===== src/rtl/core/rcpc_pkg.sv =====
// rcpc_pkg: shared constants, types and helpers of the ray/convex polygon clip unit
// no dependencies; used by rcpc_div and ray_convex_polygon_clip_unit
package rcpc_pkg;

	localparam int MAX_FACES  = 8;
	localparam int FRAC_BITS  = 16;
	localparam int FACE_IDX_W = $clog2(MAX_FACES);
	localparam int CNT_W      = $clog2(MAX_FACES + 1);
	localparam int PROD_W     = 66;
	localparam int FQ_W       = PROD_W - FRAC_BITS;
	localparam int ACC_W      = FQ_W + 1;
	localparam int DIVD_W     = 32 + FRAC_BITS;
	localparam int QUO_W      = 31;

	localparam logic [1:0] KIND_FACE  = 2'd0;
	localparam logic [1:0] KIND_XFORM = 2'd1;
	localparam logic [1:0] KIND_RAY   = 2'd2;

	localparam logic signed [31:0] MAX_S32 = 32'sh7fffffff;
	localparam logic signed [31:0] MIN_S32 = 32'sh80000000;
	localparam logic [30:0]        MAX_Q31 = 31'h7fffffff;

	typedef enum logic [3:0] {
		ST_IDLE,
		ST_LOCAL,
		ST_FACE,
		ST_EVAL,
		ST_CMP,
		ST_DIV,
		ST_NEXT,
		ST_WORLD,
		ST_DONE
	} state_t;

	typedef struct packed {
		logic       vld;
		logic       last;
		logic [2:0] op;
	} mtag_t;

	typedef struct packed {
		logic             sat;
		logic [QUO_W-1:0] mag;
	} quo_t;

	function automatic logic signed [31:0] sat32(input logic signed [ACC_W-1:0] v);
		logic [ACC_W-32:0] hi;
		hi = v[ACC_W-1:31];
		if (hi == '0 || hi == '1) begin
			return v[31:0];
		end
		return v[ACC_W-1] ? MIN_S32 : MAX_S32;
	endfunction

	function automatic logic signed [32:0] ext33(input logic signed [31:0] v);
		return {v[31], v};
	endfunction

endpackage


===== src/rtl/core/rcpc_div.sv =====
// rcpc_div: radix-2 restoring divider for the clip quotients, one bit a cycle
// depends on rcpc_pkg
module rcpc_div (
	input  logic                         clk,
	input  logic                         arst_n,
	input  logic                         start,
	input  logic [rcpc_pkg::DIVD_W-1:0]  dividend,
	input  logic [31:0]                  divisor,
	output logic                         done,
	output rcpc_pkg::quo_t               quo
);

	logic [31:0]                 rem_q;
	logic [rcpc_pkg::QUO_W-1:0]  dvd_q;
	logic [rcpc_pkg::QUO_W-1:0]  quo_q;
	logic [4:0]                  cnt_q;
	logic                        run_q;
	logic                        sat_q;
	logic                        done_q;
	logic [31:0]                 hi;
	logic [32:0]                 trial;
	logic                        take;

	always_comb begin
		hi    = 32'(dividend[rcpc_pkg::DIVD_W-1:rcpc_pkg::QUO_W]);
		trial = {rem_q, dvd_q[rcpc_pkg::QUO_W-1]};
		take  = trial >= {1'b0, divisor};
	end

	always_ff @(posedge clk or negedge arst_n) begin
		if (!arst_n) begin
			run_q  <= 1'b0;
			done_q <= 1'b0;
			cnt_q  <= '0;
		end else begin
			done_q <= 1'b0;
			if (start) begin
				cnt_q <= '0;
				if (hi >= divisor) begin
					done_q <= 1'b1;
					run_q  <= 1'b0;
				end else begin
					run_q <= 1'b1;
				end
			end else if (run_q) begin
				cnt_q <= cnt_q + 5'd1;
				if (cnt_q == 5'(rcpc_pkg::QUO_W - 1)) begin
					run_q  <= 1'b0;
					done_q <= 1'b1;
				end
			end
		end
	end

	always_ff @(posedge clk) begin
		if (start) begin
			sat_q <= hi >= divisor;
			rem_q <= hi;
			dvd_q <= dividend[rcpc_pkg::QUO_W-1:0];
			quo_q <= '0;
		end else if (run_q) begin
			rem_q <= take ? 32'(trial - {1'b0, divisor}) : trial[31:0];
			dvd_q <= {dvd_q[rcpc_pkg::QUO_W-2:0], 1'b0};
			quo_q <= {quo_q[rcpc_pkg::QUO_W-2:0], take};
		end
	end

	assign done    = done_q;
	assign quo.sat = sat_q;
	assign quo.mag = quo_q;

endmodule


===== config.mk =====
export PLATFORM = sky130hd
export DESIGN_NAME = rcpc_div
export DESIGN_NICKNAME = d
export VERILOG_FILES = /design/src/rtl/core/rcpc_pkg.sv /design/src/rtl/core/rcpc_div.sv
export SDC_FILE = /design/constraint.sdc
export NUM_CORES = 1
export LEC_CHECK = 0
export ABC_AREA = 1
export BUFFER_PORTS_ARGS = -buffer_cell sky130_fd_sc_hd__buf_2
export CAP_MARGIN = 30
export CORE_ASPECT_RATIO = 0.8
export CORE_MARGIN = 2
export CORE_UTILIZATION = 51
export DETAILED_ROUTE_END_ITERATION = 8
export GPL_ROUTABILITY_DRIVEN = 0
export PLACE_DENSITY = 0.79
export SYNTH_ARGS = -nofsm -noshare
export SYNTH_HDL_FRONTEND = slang
export SYNTH_SLANG_ARGS = --single-unit

===== constraint.sdc =====
create_clock -name clk -period 3.9 [get_ports clk]
set_clock_uncertainty 0.2 [all_clocks]
set_input_delay 0.78 -clock clk [delete_from_list [all_inputs] [get_ports clk]]
set_output_delay 0.78 -clock clk [all_outputs]
set_load 0.005 [all_outputs]

==> flow_summary.yaml <==
outcome:
  outcome: "finished, final reports clean"
route:
  drt-total-wl_um: 20100
  route.detailed.drc: 0
  antenna_left: 0
  vias: 7431
  drt_iter0_markers: 723
  dr.pass1.iters: 6
  viasPerCell: 5.16
  avgRoutedWirePerCell_um: 14.0
sta:
  post-route-period-util: 0.765
  setup_viol: 0
  relSlewSlack: 0.433
  final.min_clock_period_ns: 2.98
  setup_ws_ns: 0.916
  finalHoldViolCount: 0
  timing.hold.ws_ns: 0.0359
  rsz0062_at_grt: "false"
  tightest_slew_ns: 0.849
  fmax_ghz: 0.335
  setup_tns_ns: 0
  slew_viol_final: 0
setup_path:
  crit_fanout: 33
  cp_num_buf_inv: 3
  reg2reg_to: "rem_q[29]"
  timing.rr.start: "rem_q[5]"
  path_common_cell: "nand2_1"
  critPathMaxStageDelay_ns: 0.36
  crit_chain: "buf_2, inv_1, ha_1, nand2_1, inv_2, nand2_1, nand2_1, nand2_1, nand2_1, nand2_1, nand2_2, nor2_8, nand2_8, nand2_2, nand2_1, nand2_1, nand2_1"
  cp_slowest_cell: "ha_1"
  crit_path_end_kind: "flip-flop"
  crit_family: "simple AND/OR/NAND/NOR gates"
  rrSetupSlack_ns: 1.11
  worstPathRequired_ns: 3.96
  rr_worst_depth: 15
  critPathKind: "input port to flip-flop"
  crit_arrival_ns: 3.04
  crit_path_start_kind: "input port"
logic_synthesis:
  yosysMostFrequentCell: "nand2_1"
  yosysTopAreaCellShare: 0.235
  async_flop_share: 0.0686
  yosysTopAreaCell: "nand2_1"
  syn_nets: 1277
  synth-seq-cells: 102
  synth_edf_count: 49
  synth_ff_type: "edfxtp_1"
  synth_warnings: 0
  postSynthAreaPerCell_um2: 6.59
  syn_area_mm2: 0.00753
  syn_inst: 1142
  yosysSeqAreaShare: 0.341
  synth_common_cells: "471 x nand2_1, 197 x inv_1, 70 x nand3_1, 51 x ha_1"
  synth_cell_type_count: 40
  synth_area_leaders: "nand2_1 23%, edfxtp_1 20%, dfxtp_1 12%"
cts:
  cts_max_level: 3
  clkSinkCount: 102
  postCtsSetupBuffers: 0
  cts_root_buf: "clkbuf_16"
  clk_pin_slew_ns: 0.08
  cts_tree: "done"
  cts_resized: 0
  cts_buffers: 9
  holdBufCountCts: 0
  clk_latency_ns: 0.36
  clockBufferDepth: 2
final_layout:
  design_area_mm2: 0.00858
  drive_above_1_share: 0.136
  synthToLayoutAreaGrowth_pct: 14.0
  final_net_count: 1384
place:
  place_area_mm2: 0.00827
  io_buffers: 115
  dp_hpwl_um: 15700
  dp_slack_ns: 0.630
floorplan:
  die_y_um: 113
  die_w_um: 140
  row_count: 39
  dieArea_mm2: 0.0158
  start_util: 0.525
  core-area_mm2: 0.0143
  ios: 116
grt:
  grt_start_max_net_pins: 38
  groute.usage.overall: 0.258
  grt_pass1_vias: 6974
  antenna_found_initial: 1
  grt.overflow.total: 0
  grt_pass1_wl_um: 32800
power_and_ir_drop:
  powerDensity_mw_per_mm2: 564
  leakagePower_uw: 0.00476
  peakVddDrop_v: 0.000296
flow_run:
  max_cap_viol_count: 0
hold_path:
  hold_path_class: "input port to asynchronous set/reset pin"
[area by class of cell]
cell class	count	area, µm²
Timing Repair Buffer	123	648
Clock inverter	7	83.8
Multi-Input combinational cell	809	4060
Sequential cell	102	2570
Inverter	204	766
Antenna cell	1	2.50
Fill cell	1390	5770
Clock buffer	9	225
Tap cell	184	230
[per-layer routing]
metal  routed length, µm  track usage  share of wire  up-vias
met4                 480       0.0867          0.024        0
met3                2080       0.0806           0.10       39
li1                    -            -              -     3788
met1                9300        0.363           0.46     3310
met2                8260        0.378           0.41      294
met5                   0            0              0        -
[stage by stage]
stage                     total power [µW]   util  cells
after floorplan                       3310      -   1142
after global placement                3800  0.576   1422
after detailed placement              3840  0.576   1422
after CTS                             4790  0.598   1438
after global routing                  5200  0.598   1438
final                                 4840  0.598   1439
[registers in the layout (all words and copies together), names as in the netlist]
signal,count
quo_q,31
cnt_q,5
rem_q,32
dvd_q,31
sat_q,1
done,1
run_q,1
[cells in the final DEF, fill, tap and decap left out, types with 2 or more instances in the layout]
cell type  instances
a21oi_1           33
o21a_1             2
dfxtp_1           46
o22ai_1           29
xnor2_1           13
o21bai_1           3
nand2_1          471
nand4_1           15
buf_2            115
clkbuf_16          9
nand2_2            9
ha_1              51
dfrtp_1            7
nand3b_1          22
nor3_1             8
edfxtp_1          49
clkinv_8           2
buf_4              7
nand3_1           70
nor2_1            49
inv_2              7
nor4_1             2
nor2_2             7
inv_1            196
and2_1             2
nor2_4             2
o21ai_0           11
[where the power goes]
part           internal, µW  switching [µW]  leakage [µW]  total (µW)
clock                   462             474      0.000151         935
combinational           854            1610       0.00362        2470
sequential             1330             104      0.000983        1440
total                  2650            2190       0.00476        4840
[worst max path at each step]
stage,start,to,depth (start not counted)
3_5_place_dp,divisor[20],rem_q[25],17
6_report,divisor[20],rem_q[29],17
4_1_cts,divisor[20],rem_q[29],17
3_3_place_gp,divisor[8],rem_q[29],17
5_1_grt,divisor[3],rem_q[29],17
2_1_floorplan,start,dvd_q[0],4
[cells by family after synthesis]
family,count (synthesis),synth area share
adders and majority gates,52,0.0874
and+or+nand+nor,664,0.376
DFF,102,0.341
xor gates and xnor gates,14,0.0163
AOI/OAI and AO/OA,79,0.0590
buffers and inverters,231,0.120
[worst register-to-register path, delay by kind of cell (launching register included)]
kind	cells	cell delay, ns
adder cells (fa/ha/maj)	1	0.36
AND/OR/NAND/NOR	13	1.68
flip-flops	1	0.39
buffers and inverters	1	0.06
(Power assumes the default switching activity.)
